==> src/rtl/core/mhpq_pkg.sv <==
// Shared types, widths and codes for the max-heap priority queue.
`timescale 1ns / 1ps

package mhpq_pkg;

    localparam int KEY_WIDTH        = 32;
    localparam int VALUE_WIDTH      = 32;
    localparam int COUNT_WIDTH      = 9;
    localparam int STATUS_WIDTH     = 2;
    localparam int DEFAULT_CAPACITY = 256;
    localparam int QUEUE_DEPTH      = 4;
    localparam int QPTR_WIDTH       = $clog2(QUEUE_DEPTH);

    localparam logic KIND_INSERT = 1'b0;
    localparam logic KIND_POP    = 1'b1;

    localparam logic OP_INSERT = 1'b0;
    localparam logic OP_POP    = 1'b1;

    localparam logic [STATUS_WIDTH-1:0] STATUS_OK    = 2'd0;
    localparam logic [STATUS_WIDTH-1:0] STATUS_FULL  = 2'd1;
    localparam logic [STATUS_WIDTH-1:0] STATUS_EMPTY = 2'd2;

    typedef struct packed {
        logic                   kind;
        logic [KEY_WIDTH-1:0]   in_key;
        logic [VALUE_WIDTH-1:0] in_val;
    } cmd_item_t;

    typedef struct packed {
        logic [KEY_WIDTH-1:0]    out_key;
        logic [VALUE_WIDTH-1:0]  out_val;
        logic [COUNT_WIDTH-1:0]  entry_count;
        logic [STATUS_WIDTH-1:0] status;
    } rsp_item_t;

    typedef struct packed {
        logic                   op;
        logic [KEY_WIDTH-1:0]   key;
        logic [VALUE_WIDTH-1:0] val;
    } op_cmd_t;

    typedef struct packed {
        logic [KEY_WIDTH-1:0]   key;
        logic [VALUE_WIDTH-1:0] val;
    } entry_t;

endpackage

==> src/rtl/core/mhpq_front.sv <==
// Front stage that accepts command items and classifies them into heap operations.
`timescale 1ns / 1ps

module mhpq_front (
    input  logic                clk,
    input  logic                rst_n,
    input  logic                cmd_valid,
    output logic                cmd_stall,
    input  mhpq_pkg::cmd_item_t cmd,
    input  logic                q_full,
    output logic                q_push,
    output mhpq_pkg::op_cmd_t   q_data
);

    logic              hold_valid_reg;
    logic              hold_valid_next;
    mhpq_pkg::op_cmd_t hold_reg;
    logic              accept;

    assign cmd_stall = hold_valid_reg && q_full;
    assign accept    = cmd_valid && !cmd_stall;
    assign q_push    = hold_valid_reg && !q_full;
    assign q_data    = hold_reg;

    always_comb
    begin
        hold_valid_next = hold_valid_reg;
        if (accept)
        begin
            hold_valid_next = 1'b1;
        end
        else if (q_push)
        begin
            hold_valid_next = 1'b0;
        end
    end

    always_ff @(posedge clk or negedge rst_n)
    begin
        if (!rst_n)
        begin
            hold_valid_reg <= 1'b0;
        end
        else
        begin
            hold_valid_reg <= hold_valid_next;
        end
    end

    always_ff @(posedge clk)
    begin
        if (accept)
        begin
            hold_reg.op  <= (cmd.kind == mhpq_pkg::KIND_POP) ? mhpq_pkg::OP_POP
                                                             : mhpq_pkg::OP_INSERT;
            hold_reg.key <= cmd.in_key;
            hold_reg.val <= cmd.in_val;
        end
    end

endmodule

==> config.mk <==
export PLATFORM = sky130hd
export DESIGN_NAME = mhpq_front
export DESIGN_NICKNAME = d
export VERILOG_FILES = /design/src/rtl/core/mhpq_pkg.sv /design/src/rtl/core/mhpq_front.sv
export SDC_FILE = /design/constraint.sdc
export NUM_CORES = 1
export LEC_CHECK = 0
export BUFFER_PORTS_ARGS = -buffer_cell sky130_fd_sc_hd__clkbuf_2
export CAP_MARGIN = 40
export CORE_UTILIZATION = 36
export DETAILED_ROUTE_END_ITERATION = 8
export PLACE_DENSITY_LB_ADDON = 0.2
export SLEW_MARGIN = 10
export SYNTH_ARGS = -nofsm -noshare
export SYNTH_HDL_FRONTEND = slang
export SYNTH_SLANG_ARGS = --single-unit
==> constraint.sdc <==
create_clock -name clk -period 5.1 [get_ports clk]
set_input_delay 0.255 -clock clk [delete_from_list [all_inputs] [get_ports clk]]
set_output_delay 0.255 -clock clk [all_outputs]
set_load 0.02 [all_outputs]
Yosys cells after proc, flatten, opt, wreduce, memory -nomap -nowiden
Cells that the tools add are included.

Mux-type cells: 3. Reductions and logical operators: 6.

Operators by type and width (count): logical AND 1 bit (3); two-way mux 1 bit (3); zero test 1 bit (2); nonzero test 2 bit (1).

Flip-flop bits (word level): 66. Input bits: 69. Output and inout bits: 67.

Logic depth before layout (Yosys ltp)
Word-level depth: 4. Depth in mapped cells: 1. Mapped depth without buffers: 1.

Worst setup path before layout
OpenSTA, ideal clock, no wires.

Path type: reg2reg. Start point: register hold_valid_reg. End point: register hold_reg (netlist bit q_data[0]) (enable). Arrival: 5.062 ns. Data required time: 4.512 ns. Slack: -0.550 ns. Cell stages (with the launch flop): 2. Clock period less this slack: 5.650 ns. Path through: dfrtp_1 -> a21boi_0.

Cells in the longest elaborated chain, start to end: 3.

Ends and longest elaborated chain: from (decl) (RTL line mhpq_front.sv:15) `logic hold_valid_reg;`; from (signal assigned) (RTL line mhpq_front.sv:46) `hold_valid_reg <= hold_valid_next;`; logical AND 1 bit (RTL line mhpq_front.sv:20) `assign cmd_stall = hold_valid_reg && q_full;`; zero test 1 bit (RTL line mhpq_front.sv:21) `assign accept = cmd_valid && !cmd_stall;`; logical AND 1 bit (RTL line mhpq_front.sv:21); net accept (RTL line mhpq_front.sv:18) `logic accept;`; to (decl) (RTL line mhpq_front.sv:17) `mhpq_pkg::op_cmd_t hold_reg;`.

The timed path passes the listed nets, and every way through them passes these cells. A chain may end at the register's enable or synchronous reset.

Worst setup path after layout
Start point: register hold_valid_reg. End point: register hold_reg (netlist bit q_data[55]) (enable).

The elaborated chain is that of the path after synthesis.

==> metrics.yaml <==
status: "finished clean"
avgSynthCellArea_um2: 28.71
max_freq_mhz: 487.4
clock_skew_ns: 0.004917
grt_pass1_wl_mm: 5.057
synth-simple-area-share: 0.008095
ctsHoldBuffers: 1
clk_pin_slew_ns: 0.06
grt_max_degree: 40
ff_latch_area_um2: 1977
grt.total_usage: 0.1209
rsz0062_at_grt: "no"
cts.repair.resized: 0
fill_cells: 431
finalSetupViolCount: 0
fin_setup_tns_ns: 0
largest_reg_flops: 65
crit_required_ns: 5.06
clk_latency_ns: 0.32
wl_per_cell_um: 11.94
synth-seq-area-share: 0.9838
finalCriticalPeriod_ns: 2.052
final_util: 0.5683
initial_core_util: 0.3837
synth_area_um2: 2009
cts_buffers: 9
slowest_delay_ns: 0.68
placed_area_um2: 2791
synthMuxAreaShare: 0
io_pins: 136
area_growth_pct: 48.13
peakVddDrop_uv: 213.9
grt-ovfl-total: 0
synth_xor_area_frac: 0
dp_hpwl_mm: 2.549
cts_tree: "yes"
end_kind: "flop"
place.gp.congestion: 0.6605
firstDrtPassIters: 6
hold_path_class: "primary input to flop"
ys_types: 6
fin_crit_sh: 0.4023
ys_ff_latch: 66
cap_violations: 0
rows: 26
chipWidth_um: 76.71
antenna_found_initial: 0
finalMaxSlewViolations: 0
via_per_inst: 4.003
synth-adder-area-share: 0
drive_gt1_frac: 0.6847
die_area_um2: 5884
p_leak_nw: 1.312
path_cells: "a21boi_4 > buf_4"
vias: 1169
h-tree-depth: 3
criticalPathCategory: "flop to flop"
post_cts_buffers: 0
drt-initial-drc-count: 59
synth_top_family_by_area: "compound AO/OA/AOI/OAI gates"
cp_max_fo: 39
multi_input_comb_area_um2: 43.79
coreArea_um2: 5238
drc_errors: 0
yosys_warnings: 0
root_buffer: "clkbuf_8"
p_total_mw: 1.134
cpMaxStageDelayCell: "a21boi_4"
ant_nets: 0
worstMarginPinSlew_ns: 0.8290
clk_path_buf_depth: 2
grt_pass1_vias: 1093
n_antenna_cell: 0
postLayoutCellArea_um2: 2977
slew_headroom: 0.4459
power_density_nw_per_um2: 380.9
syn_nets: 139
fin_nets: 287
cts.sink_count: 66
port_buffers: 135
arrival_ns: 2.01
finalHoldViolCount: 0
routed_wl_mm: 3.486
crit_family: "compound AO/OA/AOI/OAI gates"
die_y_um: 76.71
crit_path_start_kind: "flop"
critPathBufInv: 1
synth_compound_area_frac: 0.008095
synth_cells: 70
## placed cells by master, fill, tap and decap left out, drive strengths merged
| master | Yosys | routed |
|---|---|---|
| and2 | 1 | 1 |
| clkinv | 0 | 3 |
| a21o | 1 | 1 |
| dlygate4sd3 | 0 | 1 |
| a21boi | 1 | 1 |
| bufinv | 0 | 1 |
| and2b | 1 | 1 |
| clkbuf | 0 | 146 |
| buf | 0 | 1 |
| dfrtp | 1 | 1 |
| edfxtp | 65 | 65 |
## where the power goes
| part | switching, mW | leakage, nW | total, mW | internal [mW] |
|---|---|---|---|---|
| clock network | 0.169 | 0.0906 | 0.389 | 0.220 |
| logic | 0.0661 | 0.591 | 0.105 | 0.0391 |
| registers | 0.00722 | 0.630 | 0.640 | 0.632 |
| total | 0.242 | 1.31 | 1.13 | 0.891 |
## worst reg2reg max path, delay by kind of cell (launching register included)
| kind | cells | cell delay, ns |
|---|---|---|
| compound gates | 1 | 0.69 |
| buf+inv | 1 | 0.56 |
| flops | 1 | 0.43 |
## stage by stage
step | setup WS, ns | cells | hold slack, ns
floorplan | 1.218 | 70 | -0.04059
global placement | 3.059 | 276 | 0.03173
detailed placement | 3.020 | 276 | 0.03438
CTS | 3.018 | 292 | 0.08365
global route | 2.863 | 292 | 0.08578
finish | 3.048 | 292 | 0.1062
## cell type report
cell class / instances / share of cell area
clock buffer: 11 / 0.04414
clock inverter: 4 / 0.01471
multi-input combinational: 4 / 0.01471
sequential: 66 / 0.6641
tap: 70 / 0.02942
timing repair buffer: 137 / 0.2329
## logic make-up after synthesis
logic type      Yosys count
compound gates            2
simple gates              2
flops                    66
## synthesized netlist by cell type (all sizes together)
library cell | instances | area [µm²]
a21o | 1 | 8.760
and2 | 1 | 7.510
edfxtp | 65 | 1952
a21boi | 1 | 7.510
dfrtp | 1 | 25.02
and2b | 1 | 8.760
## metal layers
layer | share of wire | wire, µm | global-route usage
met5 | 0 | 0 | 0
met1 | 0.42 | 1449 | 0.1388
met4 | 0.021 | 72 | 0.09231
met3 | 0.13 | 446 | 0.06071
met2 | 0.44 | 1517 | 0.1714
## path summary, 6_finish.rpt
check / startpoint / depth (start not counted) / slack [ns] / to
setup / recovery: hold_valid_reg$_DFFE_PN0P_ / 2 / 3.05 / q_data[55]$_DFFE_PP_
setup reg to reg: hold_valid_reg$_DFFE_PN0P_ / 2 / 3.05 / q_data[55]$_DFFE_PP_
max in group asynchronous: rst_n / 2 / 4.78 / hold_valid_reg$_DFFE_PN0P_
min in group asynchronous: rst_n / 2 / 0.24 / hold_valid_reg$_DFFE_PN0P_
hold reg to reg: hold_valid_reg$_DFFE_PN0P_ / 1 / 0.60 / hold_valid_reg$_DFFE_PN0P_
hold / removal: cmd[14] / 1 / 0.11 / q_data[14]$_DFFE_PP_
No activity file was read; power rests on OpenSTA's default activity.
