===== src/rtl/core/mhpq_pkg.sv =====
// Shared types, widths and codes for the max-heap priority queue.
`timescale 1ns / 1ps

package mhpq_pkg;

    localparam int KEY_WIDTH        = 32;
    localparam int VALUE_WIDTH      = 32;
    localparam int COUNT_WIDTH      = 9;
    localparam int STATUS_WIDTH     = 2;
    localparam int DEFAULT_CAPACITY = 256;
    localparam int QUEUE_DEPTH      = 4;
    localparam int QPTR_WIDTH       = $clog2(QUEUE_DEPTH);

    localparam logic KIND_INSERT = 1'b0;
    localparam logic KIND_POP    = 1'b1;

    localparam logic OP_INSERT = 1'b0;
    localparam logic OP_POP    = 1'b1;

    localparam logic [STATUS_WIDTH-1:0] STATUS_OK    = 2'd0;
    localparam logic [STATUS_WIDTH-1:0] STATUS_FULL  = 2'd1;
    localparam logic [STATUS_WIDTH-1:0] STATUS_EMPTY = 2'd2;

    typedef struct packed {
        logic                   kind;
        logic [KEY_WIDTH-1:0]   in_key;
        logic [VALUE_WIDTH-1:0] in_val;
    } cmd_item_t;

    typedef struct packed {
        logic [KEY_WIDTH-1:0]    out_key;
        logic [VALUE_WIDTH-1:0]  out_val;
        logic [COUNT_WIDTH-1:0]  entry_count;
        logic [STATUS_WIDTH-1:0] status;
    } rsp_item_t;

    typedef struct packed {
        logic                   op;
        logic [KEY_WIDTH-1:0]   key;
        logic [VALUE_WIDTH-1:0] val;
    } op_cmd_t;

    typedef struct packed {
        logic [KEY_WIDTH-1:0]   key;
        logic [VALUE_WIDTH-1:0] val;
    } entry_t;

endpackage


===== src/rtl/core/mhpq_queue.sv =====
// Short command queue between the front stage and the heap engine.
`timescale 1ns / 1ps

module mhpq_queue (
    input  logic              clk,
    input  logic              rst_n,
    input  logic              push_valid,
    output logic              full,
    input  mhpq_pkg::op_cmd_t push_data,
    input  logic              pop,
    output logic              head_valid,
    output mhpq_pkg::op_cmd_t head_data
);

    localparam int PW = mhpq_pkg::QPTR_WIDTH;

    mhpq_pkg::op_cmd_t slot_reg [mhpq_pkg::QUEUE_DEPTH];
    logic [PW-1:0]     wr_ptr_reg;
    logic [PW-1:0]     rd_ptr_reg;
    logic [PW:0]       fill_reg;
    logic [PW:0]       fill_next;
    logic              do_push;
    logic              do_pop;

    assign full       = (fill_reg == (PW+1)'(mhpq_pkg::QUEUE_DEPTH));
    assign head_valid = (fill_reg != '0);
    assign head_data  = slot_reg[rd_ptr_reg];
    assign do_push    = push_valid && !full;
    assign do_pop     = pop && head_valid;

    always_comb
    begin
        fill_next = fill_reg;
        if (do_push && !do_pop)
        begin
            fill_next = fill_reg + 1'b1;
        end
        else if (do_pop && !do_push)
        begin
            fill_next = fill_reg - 1'b1;
        end
    end

    always_ff @(posedge clk or negedge rst_n)
    begin
        if (!rst_n)
        begin
            wr_ptr_reg <= '0;
            rd_ptr_reg <= '0;
            fill_reg   <= '0;
        end
        else
        begin
            fill_reg <= fill_next;
            if (do_push)
            begin
                wr_ptr_reg <= wr_ptr_reg + 1'b1;
            end
            if (do_pop)
            begin
                rd_ptr_reg <= rd_ptr_reg + 1'b1;
            end
        end
    end

    always_ff @(posedge clk)
    begin
        if (do_push)
        begin
            slot_reg[wr_ptr_reg] <= push_data;
        end
    end

endmodule


===== config.mk =====
export PLATFORM = sky130hd
export DESIGN_NAME = mhpq_queue
export DESIGN_NICKNAME = d
export VERILOG_FILES = /design/src/rtl/core/mhpq_pkg.sv /design/src/rtl/core/mhpq_queue.sv
export SDC_FILE = /design/constraint.sdc
export NUM_CORES = 1
export LEC_CHECK = 0
export BUFFER_PORTS_ARGS = -buffer_cell sky130_fd_sc_hd__buf_4
export CORE_UTILIZATION = 35
export DETAILED_ROUTE_END_ITERATION = 8
export GPL_TIMING_DRIVEN = 0
export MAX_ROUTING_LAYER = met4
export PLACE_DENSITY = 0.59
export SLEW_MARGIN = 30
export SYNTH_ARGS = -nofsm -noshare
export SYNTH_HDL_FRONTEND = slang
export SYNTH_SLANG_ARGS = --single-unit

===== constraint.sdc =====
create_clock -name clk -period 3.19 [get_ports clk]
set_input_delay 0.1595 -clock clk [delete_from_list [all_inputs] [get_ports clk]]
set_output_delay 0.1595 -clock clk [all_outputs]
set_load 0.005 [all_outputs]

Word level (Yosys, flattened, before mapping):

Memories as Yosys holds them, arrays and structs flattened.
Index checks and enable logic that the tools add are counted.

* output and inout port bits: 67
* memories: 1
* word-level logic and storage cells: 22
* input port bits: 69
* bits in registers: 7
* memory bits (writable): 260

* reduce and logical (&&, ||, !) cells: 9
* add/sub/neg operators: 4
* multiplexer cells: 4
* equal/unequal tests: 1

Memories
* slot_reg: depth 4, bits a word 65, read ports 1, clocked after Yosys merged registers in 0, write ports 1, RTL line mhpq_queue.sv:17 `mhpq_pkg::op_cmd_t slot_reg [mhpq_pkg::QUEUE_DEPTH];`

Operators with widths (count)
* 2-to-1 mux 3 bit: 2
* adder 2 x 1 -> 2 bit (second input constant): 2
* logical AND 1 bit: 4
* adder 3 x 1 -> 3 bit (second input constant): 1
* == test 3 bit (second input constant): 1
* zero test 1 bit: 3
* nonzero test 3 bit: 1
* subtractor 3 x 1 -> 3 bit (second input constant): 1
* 2-to-1 mux 1 bit: 2
* nonzero test 2 bit: 1

Depth between registers and ports, before layout:

Gate-level depths: netlist of the first run.

* word-level depth: 7
* depth in mapped cells: 9
* mapped depth without buffers: 8

Least setup slack after synthesis of the first run:

Ideal clock, no wire load.

* path kind: register -> register
* start point: reg fill_reg[2]
* end point: mem slot_reg[0][0] (netlist bit), enable pin
* stages on the path, launching flop included: 5
* setup slack: 421 ps
* required time: 2760 ps
* arrival: 2339 ps
* setup time: 430 ps
* cells stage by stage: dfrtp_1 > nor3b_2 > nor2b_1 > buf_2 > and2_1

* cells in the longest elaborated chain, start to end: 5

Ends and longest elaborated chain
* start, declared: RTL line mhpq_queue.sv:20 `logic [PW:0] fill_reg;`
* start signal, assigned: RTL line mhpq_queue.sv:54 `fill_reg <= fill_next;`
* == test 3 bit: RTL line mhpq_queue.sv:25 `assign full = (fill_reg == (PW+1)'(mhpq_pkg::QUEUE_DEPTH));`
* net full: RTL line mhpq_queue.sv:8 `output logic full,`
* zero test 1 bit: RTL line mhpq_queue.sv:28 `assign do_push = push_valid && !full;`
* logical AND 1 bit: RTL line mhpq_queue.sv:28
* net do_push: RTL line mhpq_queue.sv:22 `logic do_push;`
* 2-to-1 mux 1 bit: RTL line mhpq_queue.sv:68 `if (do_push)`
* 2-to-1 mux 1 bit (not written as such): RTL line mhpq_queue.sv:70 `slot_reg[wr_ptr_reg] <= push_data;`
* end, declared: RTL line mhpq_queue.sv:17

The timed path passes the listed nets, and every way through them passes these cells.

==> results.yml, run 1 <==
routing:
  dr_total_vias: 4622
  topRoutingLayerUsed: "met4"
  wl_met1_mm: 8.02
  drt-initial-drc-count: 233
  met2_length_mm: 9.18
  drc: 0
  drt_wl_total_mm: 18.5
  drt_pass1_iterations: 4
  route.met3.wl_um: 822
  via_per_inst: 4.59
  antenna_left: 0
  wl_per_cell_um: 18.4
job:
  cap_violations: 0
clocking:
  cts_made_buffers: 27
  cts_tree: "done"
  htreeDepth: 1
  clockBufferDepth: 3
  clkLatencyLatePin_ns: 0.53
  clock_sinks: 267
  post_cts_resize_count: 0
  clockRootBuffer: "clkbuf_16"
  clkTransAtPathRegs_ns: 0.06
place:
  dp_hpwl_mm: 11.5
  place_area_mm2: 0.0115
  dp.cells: 890
  routabilityCongestion: 0.720
  portBuffers: 135
grt:
  grt_pass1_wl_mm: 28.1
  grt_antenna_before_repair: 1
  grt_pass1_vias: 5019
  grt_max_degree: 26
  grt_usage_pct: 13.4
  grt-ovfl-total: 0
min_path:
  min_to: "wr_ptr_reg[0]$_DFFE_PN0P_"
  hp-class: "in2reg"
  hold_depth: 4
  min_from: "push_valid"
worst_setup_path:
  rr_startpoint: "fill_reg[1]$_DFFE_PN0P_"
  start_kind: "flop"
  critPathKind: "reg2out"
  required_ns: 3.03
  cp_data_arrival_time_ns: 2.12
  worstSetupEndpointType: "primary output"
  reg2reg_to: "fill_reg[2]$_DFFE_PN0P_"
  worstPathMaxFanout: 10
  r2r_slack_ns: 1.03
  ff2ff_path_depth: 8
yosys:
  ys_top_cells_by_count: "edfxtp_1 (260), mux4_2 (65), dfrtp_1 (7)"
  syn_nets: 450
  synth_top_area_cell: "edfxtp_1"
  postSynthAreaPerCell_um2: 26.2
  synth-edff-count: 260
  synth_cells: 375
  synth.area.top_cells: "edfxtp_1 (79%), mux4_2 (15%), dfrtp_1 (1.8%), buf_12 (0.81%), ha_1 (0.64%)"
  netlist_area_mm2: 0.00983
  ys.flop_type: "edfxtp_1"
  synth.distinct_cells: 21
  seq_area_frac_synth_pct: 81.2
  synth_seq_cells: 267
  async_flop_share_pct: 2.62
  synth_top_area_share_pct: 79.4
  yosys.cell_count.top_type: "edfxtp_1"
  ys_warn_count: 0
sta:
  hold_viol_final: 0
  rsz0062_at_grt: "no"
  setup_violations: 0
  fmax_mhz: 439
  timing.final.crit_share_pct: 71.5
  tightest_slew_ns: 0.677
  relSlewSlack_pct: 54.9
  maxSlewViolCount: 0
  min_period_ns: 2.28
  fin_skew_ns: 0.00682
  setup_tns_ns: 0
run_status:
  status: "completed"
die:
  ioPinCount: 136
  chipHeight_um: 170
  core_area_mm2: 0.0273
  die_x_um: 170
  dieArea_mm2: 0.0288
  placementRows: 60
  initial_core_util_pct: 36.1
final_layout:
  design_area_mm2: 0.0130
  area_delta_synth_final_pct: 32.0
  layoutNonFillerInstCount: 1008
  largest_register_ff_count: 260
  drive_gt1_share_pct: 42.5
  fin_nets: 690
power_and_ir_drop:
  leakagePower_nw: 4.47
  p_per_area_mw_per_mm2: 869
  ir_drop_uv: 476
-- where the power goes --
group / total (mW) / internal [mW] / switching [mW]
sequential: 4.79 / 4.63 / 0.162
combinational: 3.60 / 1.99 / 1.61
clock: 2.89 / 1.63 / 1.26
total: 11.3 / 8.25 / 3.03
-- repair_timing --
item                      CTS  global route
setup buffers               0             0
hold endpoints to repair  269             0
hold buffers               68             0
-- per-layer routing --
metal / up-vias / global-route usage (%)
li1: 2078 / -
met1: 2389 / 17.1
met2: 126 / 21.9
met3: 29 / 2.59
met4: 0 / 3.76
met5: - / -
-- cells in the final DEF (no fill, tap or decap) --
cell type	instances
nor3b_2	1
buf_12	12
diode_2	1
buf_4	138
nor2_1	1
edfxtp_1	260
ha_1	5
dlygate4sd3_1	68
inv_1	3
or3_1	1
nor2b_1	1
nand2_1	1
and2_4	4
clkinvlp_4	5
buf_2	6
xor2_1	2
clkinv_2	7
fa_1	1
clkbuf_1	5
mux4_2	65
nand3_1	1
buf_6	1
clkinv_1	5
mux2_2	2
bufinv_16	1
clkbuf_16	27
clkinv_4	1
dfrtp_1	7
xnor2_1	4
-- stage by stage --
stage | worst slack (ns) | hold slack [ns] | util (%) | total power [mW]
2_1_floorplan | 0.421 | -0.136 | - | 6.82
3_3_place_gp | -1.03 | -0.0273 | 41.5 | 8.38
3_5_place_dp | 1.04 | -0.0187 | 42.1 | 8.53
4_1_cts | 0.879 | 0.130 | 47.6 | 11.5
5_1_grt | 0.825 | 0.175 | 47.6 | 11.9
6_report | 0.910 | 0.159 | 47.6 | 11.3
-- logic make-up (layout without fill, tap and decap cells) --
| group | after synthesis | count (layout) | synth area share [%] |
|---|---|---|---|
| xor+xnor | 6 | 6 | 0.535 |
| mux | 67 | 67 | 15.1 |
| flops | 267 | 267 | 81.2 |
| simple gates | 10 | 10 | 0.636 |
| fa+ha+maj | 6 | 6 | 0.840 |
| other cells | 0 | 1 | 0 |
| buf+inv | 19 | 279 | 1.65 |
-- critical path, cell delays in order (launching register included) --
cell and delay [ns]:
dfrtp_1 0.35, buf_2 0.33, buf_2 0.36, mux4_2 0.38, buf_4 0.16
-- layout make-up --
cell class / instances / area, um2
fillers: 2261 / 14300
flip-flops and latches: 267 / 7980
repair buffers: 211 / 1850
multi-input cells: 89 / 1690
clock buffers: 30 / 687
well taps: 372 / 465
plain buffers: 16 / 151
clock inverters: 19 / 130
inverters: 3 / 11.3
diodes: 1 / 2.50
-- worst max-delay path by stage --
stage / cells past startpoint / end / start
floorplan: 4 / slot_reg[0][0]$_DFFE_PP_ / fill_reg[2]$_DFFE_PN0P_
global route: 4 / head_data[32] / rd_ptr_reg[1]$_DFFE_PN0P_
global placement: 4 / slot_reg[0][3]$_DFFE_PP_ / fill_reg[2]$_DFFE_PN0P_
finish: 4 / head_data[32] / rd_ptr_reg[1]$_DFFE_PN0P_
detailed placement: 6 / slot_reg[2][3]$_DFFE_PP_ / fill_reg[2]$_DFFE_PN0P_
CTS: 4 / head_data[32] / rd_ptr_reg[1]$_DFFE_PN0P_
No activity file was read; power rests on OpenSTA's default activity.
==> run 2, diff against run 1 <==
- clock period: 3.19 -> 2.3 ns (I/O delays scaled with it)
==> run 2 against run 1 <==
Net effect: die area did not move; power up 41%; critical path type is now reg2reg; worst hold slack worse by 0.049 ns; sequential cell count unchanged; critical path depth grew 4; wire length fell by 1.1%.
==> results.yml, run 2 (synthesis gave the netlist of run 1 again) <==
worst_setup_path:
  cp_data_arrival_time_ns: 2.65
  worstPathMaxFanout: 4
  start_kind: "flop"
  worstSetupEndpoint: "fill_reg[2]$_DFFE_PN0P_"
  r2r_slack_ns: 0.1
  ff2ff_path_depth: 8
  cp-startpoint: "fill_reg[1]$_DFFE_PN0P_"
  rr_startpoint: "fill_reg[1]$_DFFE_PN0P_"
  required_ns: 2.75
  reg2reg_to: "fill_reg[2]$_DFFE_PN0P_"
  worstSetupEndpointType: "flop"
  critPathKind: "reg2reg"
die:
  dieArea_mm2: 0.0288
  chipHeight_um: 170
  die_x_um: 170
  ioPinCount: 136
  core_area_mm2: 0.0273
  initial_core_util_pct: 36.1
  placementRows: 60
final_layout:
  final_common_cell: "edfxtp_1"
  utilization_pct: 47.8
  layoutNonFillerInstCount: 1007
  largest_register_ff_count: 260
  final_cell_mix: "edfxtp_1 (260), buf_4 (138), dlygate4sd3_1 (68), mux4_2 (65), clkbuf_16 (28)"
  area_delta_synth_final_pct: 32.4
  ff_latch_area_mm2: 0.00798
  diodes: 0
  fillers: 2254
  fin_nets: 688
  drive_gt1_share_pct: 41.4
  multi_input_area_mm2: 0.00170
grt:
  grt-ovfl-total: 0
  grt_pass1_wl_mm: 28.3
  grt_max_degree: 36
  grt_pass1_vias: 5146
  grt_usage_pct: 13.4
  grt_antenna_before_repair: 0
power_and_ir_drop:
  pwr-share-seq_pct: 41.8
  p_int_mw: 11.7
  leakagePower_nw: 4.49
  p_per_area_mw_per_mm2: 1220
  p_clk_share_pct: 27.0
  comb_power_share_pct: 31.2
  ir_drop_uv: 747
  swShare_pct: 26.2
  p_total_mw: 15.9
  power_switching_mw: 4.17
routing:
  antenna_left: 0
  drt_pass1_iterations: 7
  drt_wl_total_mm: 18.3
  via_per_inst: 4.58
  wl_per_cell_um: 18.2
  drc: 0
  dr_total_vias: 4615
  drt-initial-drc-count: 295
sta:
  timing.final.crit_share_pct: 95.7
  hold_viol_final: 0
  rsz0062_at_grt: "yes"
  layout_setup_ws_ns: 0.0981
  fin_skew_ns: 0.00703
  setup_violations: 0
  fmax_mhz: 454
  maxSlewViolCount: 0
  min_period_ns: 2.20
  relSlewSlack_pct: 55.7
  tightest_slew_ns: 0.664
clocking:
  clkLatencyLatePin_ns: 0.53
  clock_sinks: 267
  postCtsSetupRepairBufs: 0
  cts_made_buffers: 28
  clkTransAtPathRegs_ns: 0.06
  cts_tree: "done"
  htreeDepth: 1
  clockRootBuffer: "clkbuf_16"
  clockBufferDepth: 3
place:
  dp.cells: 887
  dp_hpwl_mm: 11.0
  portBuffers: 135
  routabilityCongestion: 0.653
  pre_cts_slack_ns: 0.141
job:
  cap_violations: 0
min_path:
  hp-class: "in2reg"
run_status:
  status: "completed"
==> run 2: worst min-delay path by stage <==
| stage | from | to | slack [ns] | cells after the start |
|---|---|---|---|---|
| floorplan | rst_n | fill_reg[0]$_DFFE_PN0P_ | -0.18 | 0 |
| CTS | push_valid | wr_ptr_reg[0]$_DFFE_PN0P_ | 0.07 | 4 |
| finish | push_valid | wr_ptr_reg[0]$_DFFE_PN0P_ | 0.11 | 4 |
| global route | push_valid | wr_ptr_reg[0]$_DFFE_PN0P_ | 0.15 | 4 |
| global placement | rst_n | fill_reg[1]$_DFFE_PN0P_ | -0.07 | 1 |
| detailed placement | rst_n | fill_reg[1]$_DFFE_PN0P_ | -0.07 | 1 |
==> run 2: critical path, cell delays in order, from the launching register on <==
cell	delay, ns
dfrtp_1	0.43
or3_1	0.44
nand2_1	0.13
ha_2	0.21
inv_1	0.05
fa_1	0.39
xor2_1	0.15
nor2_1	0.14
xor2_1	0.17
==> run 2: repair_timing <==
action	CTS	global route
hold buffers	68	0
endpoints found under the hold margin	269	0
endpoints found under the setup margin	0	18
gates resized for setup	0	3
==> run 2: layout make-up <==
class	count	area share (%)
flip-flops and latches	267	61.4
plain buffers	16	1.18
multi-input cells	89	13.0
clock inverters	13	1.11
clock buffers	39	5.70
well taps	372	3.58
repair buffers	208	14.0
inverters	3	0.0865
==> run 2: metal layers <==
metal | vias up | GRT usage (%) | share of wire [%]
li1 | 2086 | - | -
met1 | 2386 | 16.2 | 43
met2 | 112 | 22.9 | 51
met3 | 31 | 2.54 | 4.1
met4 | 0 | 3.68 | 2.2
met5 | - | - | 0
==> run 2: power groups by stage <==
stage | combinational, mW | clock, mW | sequential [mW]
floorplan | 2.73 | 0 | 6.70
global placement | 4.81 | 0 | 6.76
detailed placement | 5.03 | 0 | 6.76
CTS | 5.13 | 4.42 | 6.66
global route | 5.38 | 4.58 | 6.74
finish | 4.96 | 4.30 | 6.65
==> run 2: stage by stage <==
stage	cell area (um2)	hold WS, ns	setup TNS [ns]
after floorplan	9830	-0.181	0
after global placement	11300	-0.0711	-133.85
after detailed placement	11400	-0.0671	0
after CTS	13000	0.0742	0
after global routing	13000	0.154	-0.145
final	13000	0.109	0
==> run 3, diff against run 2 <==
- ABC_AREA: not set -> 1
==> run 3 against run 2 <==
Net effect: combinational power increased by 31%; utilization decreased by 0.094 points; critical endpoint is now head_data[2]; sequential share of layout area decreased by 5.1 points; clock-buffer cell count decreased by 7; final cell count increased by 47%; sequential power decreased by 0.6%; power increased by 10%; wire length increased by 30%; sequential cell count unchanged.
==> results.yml, run 3 <==
routing:
  via_per_inst: 4.59
  wl_per_cell_um: 16.2
  drt-initial-drc-count: 383
  dr_total_vias: 6779
  antenna_left: 0
  drt_pass1_iterations: 4
  drc: 0
  drt_wl_total_mm: 23.9
die:
  dieArea_mm2: 0.0312
  ioPinCount: 136
  core_area_mm2: 0.0298
  placementRows: 63
  die_x_um: 177
  initial_core_util_pct: 35.8
  chipHeight_um: 177
place:
  place_area_mm2: 0.0126
  dp_hpwl_mm: 15.2
  portBuffers: 135
  routabilityCongestion: 0.707
clocking:
  clockBufferDepth: 3
  cts_tree: "done"
  clkLatencyLatePin_ns: 0.53
  clockRootBuffer: "clkbuf_16"
  clkTransAtPathRegs_ns: 0.06
  cts_made_buffers: 28
  htreeDepth: 1
  clock_sinks: 267
grt:
  grt_pass1_wl_mm: 36.9
  grt_pass1_vias: 6724
  grt-ovfl-total: 0
  grt_max_degree: 21
  grt_usage_pct: 16.1
  grt_antenna_before_repair: 1
sta:
  maxSlewViolCount: 0
  tightest_slew_ns: 0.631
  setup_violations: 0
  whs_ns: 0.325
  relSlewSlack_pct: 57.8
  fin_skew_ns: 0.00914
  fmax_mhz: 460
  setup_tns_ns: 0
  min_period_ns: 2.17
  hold_viol_final: 0
  timing.final.crit_share_pct: 94.5
  rsz0062_at_grt: "yes"
worst_setup_path:
  cp-startpoint: "rd_ptr_reg[1]$_DFFE_PN0P_"
  cp_slowest_cell: "dfrtp_1"
  reg2reg_to: "slot_reg[3][23]$_DFFE_PP_"
  r2r_slack_ns: 0.17
  cpMostUsedCell: "buf_2"
  worstPathMaxFanout: 10
  required_ns: 2.18
  worstSetupEndpointType: "primary output"
  cp_data_arrival_time_ns: 2.06
  critPathKind: "reg2out"
  path_cells: "inv_1, buf_2, buf_2, o211ai_1, nand2_1, buf_4"
  rr_startpoint: "fill_reg[0]$_DFFE_PN0P_"
  crit_path_max_incr_delay_ns: 0.43
  start_kind: "flop"
  ff2ff_path_depth: 5
final_layout:
  largest_register_ff_count: 260
  area_delta_synth_final_pct: 33.1
  design_area_mm2: 0.0142
  fillers: 2603
  utilization_pct: 47.7
  fin_nets: 1144
  multi_input_area_mm2: 0.00195
  drive_gt1_share_pct: 21.0
  final_cell_mix: "edfxtp_1 (260), nand2_1 (212), inv_1 (146), buf_4 (138), o211ai_1 (130)"
  final_common_cell: "edfxtp_1"
  ff_latch_area_mm2: 0.00798
power_and_ir_drop:
  ir_drop_uv: 749
  p_total_mw: 17.6
  leakagePower_nw: 5.76
  p_per_area_mw_per_mm2: 1240
yosys:
  async_flop_share_pct: 2.62
  synth_cells: 818
  synth.distinct_cells: 17
  ys_warn_count: 0
  synth_top_area_share_pct: 73.2
  ys_top_cells_by_count: "edfxtp_1 (260), nand2_1 (212), inv_1 (146)"
  synth-edff-count: 260
  ys.flop_type: "edfxtp_1"
  syn_nets: 893
  yosys.cell_count.top_type: "edfxtp_1"
  synth_seq_cells: 267
  seq_area_frac_synth_pct: 74.8
  synth.area.top_cells: "edfxtp_1 (73%), o211ai_1 (9.1%), nand2_1 (7.5%), inv_1 (5.1%), dfrtp_1 (1.6%)"
  postSynthAreaPerCell_um2: 13.0
  netlist_area_mm2: 0.0107
  synth_top_area_cell: "edfxtp_1"
min_path:
  hold_depth: 2
  min_to: "slot_reg[2][40]$_DFFE_PP_"
  hp-class: "in2reg"
  min_from: "push_data[40]"
job:
  cap_violations: 0
run_status:
  status: "completed"
-- run 3: through the flow --
| stage | std cells | setup WS, ns |
|---|---|---|
| global placement | 1343 | -2.19 |
| global route | 1477 | -0.0185 |
| finish | 1477 | 0.126 |
| detailed placement | 1357 | -0.0116 |
| CTS | 1476 | 0.00720 |
| floorplan | 818 | -0.604 |
-- run 3: how the worst max path moves through the flow --
stage,to,cells after the start
finish,head_data[2],6
global route,head_data[15],6
CTS,head_data[21],6
detailed placement,slot_reg[2][25]$_DFFE_PP_,6
global placement,slot_reg[1][28]$_DFFE_PP_,4
floorplan,slot_reg[0][0]$_DFFE_PP_,4
-- run 3: logic make-up (layout without fill, tap and decap cells) --
kind of cell | count (synthesis) | after routing | share of synthesized area (%)
adder cells (fa/ha/maj) | 6 | 6 | 0.774
buffers and inverters | 189 | 457 | 7.13
other | 0 | 1 | 0
XOR/XNOR | 1 | 1 | 0.0821
AND/OR/NAND/NOR | 224 | 224 | 7.99
flip-flops | 267 | 267 | 74.8
AO/OA/AOI/OAI | 131 | 131 | 9.20
-- run 3: routing by layer --
| metal | vias up | routed length [um] | track usage (%) |
|---|---|---|---|
| li1 | 3344 | - | - |
| met1 | 3263 | 10600 | 20.3 |
| met2 | 143 | 11800 | 27.3 |
| met3 | 29 | 1030 | 2.56 |
| met4 | 0 | 446 | 3.30 |
| met5 | - | 0 | - |
-- run 3: what timing repair did --
item | 4_1_cts | 5_1_grt
buffers inserted | 3 | 0
hold endpoints to repair | 271 | 0
gates resized for setup | 3 | 3
hold buffers | 69 | 0
pin swaps | 1 | 0
endpoints found under the setup margin | 25 | 39
-- run 3: where the power goes --
| group | total [mW] | internal (mW) | switching, mW |
|---|---|---|---|
| clock network | 4.44 | 2.71 | 1.74 |
| registers | 6.61 | 6.39 | 0.224 |
| logic | 6.50 | 2.74 | 3.76 |
-- run 3: final cells by class --
cell class / instances / share of cell area, %
sequential: 267 / 56.2
timing repair buffer: 221 / 14.8
tap: 390 / 3.44
clock buffer: 32 / 5.19
multi-input combinational: 362 / 13.8
buffer: 42 / 1.52
clock inverter: 15 / 1.18
inverter: 147 / 3.90
antenna: 1 / 0.0176
-- run 3: worst max-delay path, delay by kind of cell, from the launching register on --
kind | cells | cell delay (ns)
buffers and inverters | 4 | 0.84
AO/OA/AOI/OAI | 1 | 0.13
flip-flops | 1 | 0.43
AND/OR/NAND/NOR | 1 | 0.12
